File: src/design/hebp_pkg.sv
// shared types and constants of the huffman escape bit packer
// used by hebp_res_fifo and huffman_escape_bit_packer, depends on nothing

package hebp_pkg;

    localparam int IN_DATA_W  = 88;   // 85 payload bits padded to bytes
    localparam int OUT_DATA_W = 136;  // 134 payload bits padded to bytes
    localparam int IN_USER_W  = 2;
    localparam int OUT_USER_W = 3;
    localparam int WORD_W     = 32;
    localparam int TOTAL_W    = 38;
    localparam int LEN_W      = 6;
    localparam int FIFO_DEPTH = 4;
    localparam int FIFO_AW    = 2;

    typedef enum logic [1:0] {
        OP_LOAD   = 2'd0,
        OP_ENCODE = 2'd1,
        OP_FLUSH  = 2'd2
    } t_op;

    typedef enum logic [1:0] {
        KIND_WORD   = 2'd0,
        KIND_ESCAPE = 2'd1,
        KIND_SUMMARY = 2'd2,
        KIND_ERROR  = 2'd3
    } t_kind;

    // one result transaction in compact form; data holds word, escape value or bit total
    typedef struct packed {
        t_kind               kind;
        logic [TOTAL_W-1:0]  data;
        logic [WORD_W-1:0]   count;
        logic                last;
    } t_res;

endpackage

File: src/design/hebp_res_fifo.sv
// result queue of the huffman escape bit packer: takes up to two results a cycle,
// gives one a cycle when popped; depends on hebp_pkg

module hebp_res_fifo (
    input  logic          i_clk,
    input  logic          i_rst_n,
    input  logic [1:0]    i_push_cnt,
    input  hebp_pkg::t_res i_res0,
    input  hebp_pkg::t_res i_res1,
    output logic          o_room2,
    output logic          o_valid,
    output hebp_pkg::t_res o_res,
    input  logic          i_pop
);
    import hebp_pkg::*;

    t_res               r_mem [FIFO_DEPTH];
    logic [FIFO_AW-1:0] r_wr_ptr, n_wr_ptr;
    logic [FIFO_AW-1:0] r_rd_ptr, n_rd_ptr;
    logic [FIFO_AW:0]   r_count, n_count;
    logic               w_pop;

    assign o_valid = (r_count != '0);
    assign o_res   = r_mem[r_rd_ptr];
    assign o_room2 = (r_count <= (FIFO_AW+1)'(FIFO_DEPTH - 2));
    assign w_pop   = i_pop && o_valid;

    always_comb begin
        n_wr_ptr = r_wr_ptr + FIFO_AW'(i_push_cnt);
        n_rd_ptr = r_rd_ptr + FIFO_AW'(w_pop);
        n_count  = r_count + (FIFO_AW+1)'(i_push_cnt) - (FIFO_AW+1)'(w_pop);
    end

    always_ff @(posedge i_clk) begin
        if (!i_rst_n) begin
            r_wr_ptr <= '0;
            r_rd_ptr <= '0;
            r_count  <= '0;
        end else begin
            r_wr_ptr <= n_wr_ptr;
            r_rd_ptr <= n_rd_ptr;
            r_count  <= n_count;
        end
    end

    always_ff @(posedge i_clk) begin
        if (i_push_cnt != 2'd0) begin
            r_mem[r_wr_ptr] <= i_res0;
        end
        if (i_push_cnt == 2'd2) begin
            r_mem[r_wr_ptr + FIFO_AW'(1)] <= i_res1;
        end
    end

endmodule

File: config.mk
export PLATFORM = sky130hd
export DESIGN_NAME = hebp_res_fifo
export DESIGN_NICKNAME = d
export VERILOG_FILES = /design/src/design/hebp_pkg.sv /design/src/design/hebp_res_fifo.sv
export SDC_FILE = /design/constraint.sdc
export NUM_CORES = 1
export LEC_CHECK = 0
export BUFFER_PORTS_ARGS = -buffer_cell sky130_fd_sc_hd__buf_4
export CORE_MARGIN = 5
export CORE_UTILIZATION = 48
export DETAILED_ROUTE_END_ITERATION = 8
export GPL_ROUTABILITY_DRIVEN = 0
export GPL_TIMING_DRIVEN = 0
export PLACE_DENSITY_LB_ADDON = 0.1
export SETUP_SLACK_MARGIN = 0.02
export SYNTH_ARGS = -nofsm -noshare
export SYNTH_HDL_FRONTEND = slang
export SYNTH_SLANG_ARGS = --single-unit
File: constraint.sdc
create_clock -name i_clk -period 7.3 [get_ports i_clk]
set_input_delay 0.365 -clock i_clk [delete_from_list [all_inputs] [get_ports i_clk]]
set_output_delay 0.365 -clock i_clk [all_outputs]
set_load 0.01 [all_outputs]
==> results.py, run 1 <==
metrics = {
    "timing": {
        "max-slew-margin-rel_pct": 45.7,
        "hold_violations": 0,
        "finalSetupTns_ns": 0,
        "timing.final.max_slew_violations": 0,
        "clock_skew_ns": 0.0154,
        "fmaxAchievable_mhz": 364,
        "grt_setup_unrepaired": "false",
        "timing.final.crit_period_ns": 2.74,
        "finalCritPeriodShare_pct": 37.6,
        "report.final.setup_viol": 0,
        "max_slew.worst_pin.slew_ns": 0.811,
    },
    "final_layout": {
        "final_core_occ_pct": 60.8,
        "final_layout_size_suffix_gt1_share_pct": 66.4,
        "layout-area-overhead-vs-synth_pct": 24.3,
        "inserted_diodes": 0,
        "multi_input_area_sq_um": 5270,
        "sequential_cell_area_sq_um": 8910,
        "num-fill-cells": 2276,
        "nNetsFinal": 1179,
    },
    "yosys": {
        "post_synth_cell_types": 30,
        "synth_fp_nets": 906,
        "flops_latches_synth": 299,
        "synth_largest_type_area_fraction_pct": 60.0,
        "synthesis.yosys.warnings": 0,
        "syn_area_sq_um": 14600,
        "syn_avg_cell_area_sq_um": 19.4,
        "part_of_the_yosys_area_used_for_sequential_elements_pct": 61.0,
        "post_synth_main_area_contributors": "edfxtp_1 (60%), mux2_2 (23%), mux4_2 (11%)",
        "post_synth_inst_count": 751,
        "yosysTopAreaCell": "edfxtp_1",
    },
    "clock_network": {
        "numCtsBuffers": 35,
        "clockRootBuffer": "clkbuf_16",
        "postCtsHoldBufs": 0,
        "post_cts_resize_count": 0,
        "clock_sinks": 299,
        "post_cts_buffers": 0,
        "tritoncts": "yes",
        "cts_htree_levels": 2,
        "clock_insertion_delay_worst_skew_ns": 0.51,
        "clk_path_buf_depth": 3,
        "cts.clk_slew.worst_paths_ns": 0.06,
    },
    "global_routing": {
        "grt_pass1_wl_microns": 51300,
        "global_route.overflow_total": 0,
        "grt_max_degree": 26,
        "first_global_vias": 8685,
        "groute.usage.overall_pct": 19.9,
        "grt_antenna_before_repair": 0,
    },
    "worst_setup_path": {
        "crit_path_cell_trace": "buf_2 -> buf_1 -> mux4_2 -> buf_4",
        "critical_path_s_slowest_cell": "buf_1",
        "cpPeakStageDelay_ns": 0.56,
        "crit_type": "register to primary output",
        "path_buf_inv": 3,
        "required_ns": 6.93,
        "crit_path_max_fanout": 10,
        "crit_family": "buffers and inverters",
        "cp.arrival_ns": 2.38,
        "crit_end_element": "primary output",
        "timing.critical_path.from_type": "register",
    },
    "pwr": {
        "leakage_uw": 0.00640,
        "post-layout-total-power_uw": 5060,
        "power_per_cell_area_nw_per_um2": 279,
        "max_ir_drop_vdd_mv": 0.188,
    },
    "min_path": {
        "min-delay-path-class": "input pin to register",
    },
    "floorplan": {
        "die_x_microns": 184,
        "die_h_microns": 184,
        "top_level_ports": 226,
        "design.die.area_sq_um": 34000,
        "floorplan.core_area_sq_um": 29900,
        "row_count": 63,
        "initial_utilization_pct": 48.9,
    },
    "place": {
        "post-dp-hpwl_microns": 22500,
        "port_buffer_count": 224,
    },
    "route": {
        "via_count": 7971,
        "finalWirelength_microns": 34000,
        "dr.first_iter.drc_count": 406,
        "drt_pass1_iterations": 4,
        "drt.antenna.violating_nets": 0,
        "via_per_inst": 5.55,
        "drc_errors": 0,
        "routedWlPerCell_microns": 23.7,
    },
    "flow_run": {
        "timing.max_cap.violations": 0,
    },
    "status": {
        "outcome": "completed",
    },
}
-- final cells by class --
cell class / instances / area share, %
sequential: 299 / 49.1
multi-input combinational: 398 / 29.0
timing repair buffer: 236 / 10.7
clock buffer: 45 / 5.26
tap: 390 / 2.69
buffer: 50 / 2.49
clock inverter: 14 / 0.668
inverter: 4 / 0.0827
-- synthesized netlist by cell type --
cell type,instances
and2_1,3
mux4_2,73
mux2i_1,4
buf_6,14
buf_1,4
dfxtp_1,7
mux2_2,292
o21bai_1,2
buf_12,7
edfxtp_1,292
fa_1,1
or2_2,1
a21oi_1,1
buf_4,8
nor2_1,2
nor4b_1,1
and4bb_2,2
buf_2,13
or3_1,1
clkbuf_1,4
nand4b_1,1
o21ai_0,1
xnor3_1,2
o311ai_0,1
o31ai_1,1
nand2_1,2
nand2b_1,2
inv_1,4
ha_1,3
nor2b_1,2
-- cells by family after synthesis --
kind of cell	synth area share [%]
and+or+nand+nor	0.780
DFF	61.0
xor gates and xnor gates	0.308
AOI/OAI and AO/OA	0.283
buffers and inverters	3.20
adders and majority gates	0.394
muxes	34.0
-- power by group --
group / total [uW] / internal, uW / switching, uW
Combinational: 1250 / 676 / 579
Sequential: 2150 / 2110 / 46.9
Clock: 1650 / 991 / 661
Total: 5060 / 3770 / 1290
-- flip-flops by register name, summed over array words and instances (netlist names) --
signal / count
r_mem: 292
r_count: 3
r_rd_ptr: 2
r_wr_ptr: 2
-- worst paths after layout --
check                   start           end  slack [ns]  depth (start not counted)
setup reg to reg  r_wr_ptr[1]  r_mem[0][35]        4.90                          6
setup / recovery  r_rd_ptr[1]     o_res[62]        4.56                          4
hold reg to reg    r_count[1]   r_rd_ptr[0]        0.68                          2
hold / removal        i_rst_n    r_count[1]        0.14                          2
-- metrics by stage --
stage          area, sq um  instances  setup WS, ns  hold WS (ns)
6_report             18200       1436          4.56         0.138
3_3_place_gp         16800       1365         -3.97         0.657
4_1_cts              18200       1436          4.47         0.122
5_1_grt              18200       1436          4.41         0.143
3_5_place_dp         17100       1377          4.89         0.654
2_1_floorplan        14600        751         0.996         0.487
-- layout by cell type (no fill, tap or decap), drive strengths merged --
| cell type | instances |
|---|---|
| mux4 | 73 |
| or3 | 1 |
| clkinv | 10 |
| xnor3 | 2 |
| or2 | 1 |
| and4bb | 2 |
| ha | 3 |
| mux2 | 292 |
| nand2 | 2 |
| edfxtp | 292 |
| o21bai | 2 |
| fa | 1 |
| mux2i | 4 |
| and2 | 3 |
| inv | 4 |
| nand2b | 2 |
| nor2 | 2 |
| a21oi | 1 |
| nor2b | 2 |
| o31ai | 1 |
| buf | 282 |
| clkbuf | 49 |
| nor4b | 1 |
| bufinv | 2 |
| o21ai | 1 |
| dfxtp | 7 |
| clkinvlp | 2 |
| nand4b | 1 |
| o311ai | 1 |
-- layer usage --
layer / vias up / routed length, microns / global-route usage [%]
li1: 3666 / - / -
met1: 4064 / 14100 / 26.6
met2: 198 / 17100 / 33.6
met3: 43 / 2140 / 4.52
met4: 0 / 579 / 4.14
met5: - / 0 / 0
No activity file was read; power rests on OpenSTA's default activity.
==> run 2, diff against run 1 <==
==> constraint.sdc (replaced) <==
create_clock -name i_clk -period 2.48 [get_ports i_clk]
set_input_delay 0.124 -clock i_clk [delete_from_list [all_inputs] [get_ports i_clk]]
set_output_delay 0.124 -clock i_clk [all_outputs]
set_load 0.01 [all_outputs]
==> results.py, run 2 (synthesis results as in run 1) <==
metrics = {
    "status": {
        "outcome": "completed",
    },
    "floorplan": {
        "die_h_microns": 184,
        "floorplan.core_area_sq_um": 29900,
        "design.die.area_sq_um": 34000,
        "row_count": 63,
        "initial_utilization_pct": 48.9,
        "die_x_microns": 184,
        "top_level_ports": 226,
    },
    "worst_setup_path": {
        "crit_path_cell_trace": "and4bb_2 -> buf_6 -> buf_6 -> mux2_2 -> dlygate4sd3_1",
        "critical_path_s_slowest_cell": "dlygate4sd3_1",
        "crit_path_max_fanout": 10,
        "crit_type": "register to register",
        "timing.critical_path.from_type": "register",
        "crit_end_element": "register",
        "cp.arrival_ns": 2.59,
        "cpPeakStageDelay_ns": 0.57,
        "cell_occurring_most_often_along_the_worst_timing_path": "buf_6",
        "required_ns": 2.72,
    },
    "clock_network": {
        "cts.clk_slew.worst_paths_ns": 0.06,
        "numCtsBuffers": 35,
        "clk_path_buf_depth": 3,
        "cts_htree_levels": 2,
        "clockRootBuffer": "clkbuf_16",
        "clock_sinks": 299,
        "tritoncts": "yes",
        "clock_insertion_delay_worst_skew_ns": 0.50,
    },
    "route": {
        "drt_pass1_iterations": 4,
        "dr.first_iter.drc_count": 545,
        "via_count": 8911,
        "drc_errors": 0,
        "finalWirelength_microns": 36600,
        "drt.antenna.violating_nets": 0,
        "routedWlPerCell_microns": 22.4,
        "via_per_inst": 5.46,
    },
    "timing": {
        "clock_skew_ns": 0.0152,
        "timing.final.crit_period_ns": 2.34,
        "fmaxAchievable_mhz": 427,
        "max-slew-margin-rel_pct": 51.8,
        "grt_setup_unrepaired": "false",
        "finalHoldWorstSlack_ns": 0.0362,
        "report.final.setup_viol": 0,
        "max_slew.worst_pin.slew_ns": 0.723,
        "final.setup.worst_slack_ns": 0.136,
        "hold_violations": 0,
        "finalCritPeriodShare_pct": 94.5,
        "timing.final.max_slew_violations": 0,
    },
    "final_layout": {
        "top_regs": "r_mem x292, r_count x3",
        "mostFrequentLayoutCells": "mux2_2 (292), edfxtp_1 (292), buf_4 (231)",
        "nNetsFinal": 1371,
        "num-fill-cells": 2040,
        "final_layout_size_suffix_gt1_share_pct": 57.1,
        "layout-area-overhead-vs-synth_pct": 38.3,
        "final_core_occ_pct": 67.6,
        "largest_register_ffs": 292,
        "most_flop_heavy_register": "r_mem",
        "final-instance-count-excl-fill": 1631,
    },
    "global_routing": {
        "groute.usage.overall_pct": 21.5,
        "global_route.overflow_total": 0,
        "grt_max_degree": 27,
        "grt_pass1_wl_microns": 56300,
        "grt_antenna_before_repair": 1,
        "first_global_vias": 9878,
    },
    "min_path": {
        "min-delay-path-class": "input pin to register",
    },
    "place": {
        "port_buffer_count": 224,
        "dpl_cells": 1379,
        "pre_cts_ws_ns": 0.154,
        "post-dp-hpwl_microns": 22500,
    },
    "pwr": {
        "leakage_uw": 0.00729,
        "power_per_cell_area_nw_per_um2": 766,
        "max_ir_drop_vdd_mv": 0.566,
    },
    "flow_run": {
        "timing.max_cap.violations": 0,
    },
}
-- run 2: critical path, delay by kind of cell, from the launching register on --
kind / cells / cell delay, ns
and+or+nand+nor: 1 / 0.29
DFF: 1 / 0.45
buffers and inverters: 3 / 0.98
muxes: 1 / 0.36
-- run 2: power by group --
group / switching, uW / internal, uW / total, uW
logic: 1790 / 2250 / 4040
registers: 140 / 6200 / 6340
clock network: 1970 / 3120 / 5090
total: 3900 / 11600 / 15500
-- run 2: worst paths after layout --
path                               startpoint            to  slack, ns  cells after the start
worst max-delay path              r_wr_ptr[0]  r_mem[2][56]       0.14                      5
worst min-delay path            i_push_cnt[1]   r_wr_ptr[1]       0.04                      3
worst max register to register    r_wr_ptr[0]  r_mem[2][56]       0.14                      5
worst min register to register     r_count[1]   r_rd_ptr[0]       0.71                      2
-- run 2: final cells by class --
class / count / area [sq um] / area share [%]
clock buffer: 44 / 952 / 4.71
inverter: 4 / 15.0 / 0.0743
timing repair buffer: 428 / 3910 / 19.3
buffer: 50 / 478 / 2.37
tap: 390 / 488 / 2.42
multi-input combinational: 398 / 5270 / 26.1
sequential: 299 / 8910 / 44.1
antenna: 1 / 2.50 / 0.0124
clock inverter: 17 / 175 / 0.867
-- run 2: what timing repair did --
action	CTS	global route
hold endpoints to repair	299	0
buffers inserted	0	4
setup endpoints to repair	49	37
resized for setup	6	5
pin swaps	0	0
hold buffers	186	0
-- run 2: metal layers --
metal  track usage [%]  up-vias  part of all wire [%]
met4              5.71        0                   2.1
met2              37.1      265                    51
met1              28.2     4538                    41
met5                 0        -                     0
li1                  -     4044                     -
met3              3.91       64                   6.3
-- run 2: metrics by stage --
step                power, uW  TNS, ns  instance area, sq um
floorplan                8540  -117.57                 14600
global placement        10100  -642.14                 16800
detailed placement      10300        0                 17100
CTS                     15600   -0.176                 20100
global route            16100        0                 20200
finish                  15500        0                 20200
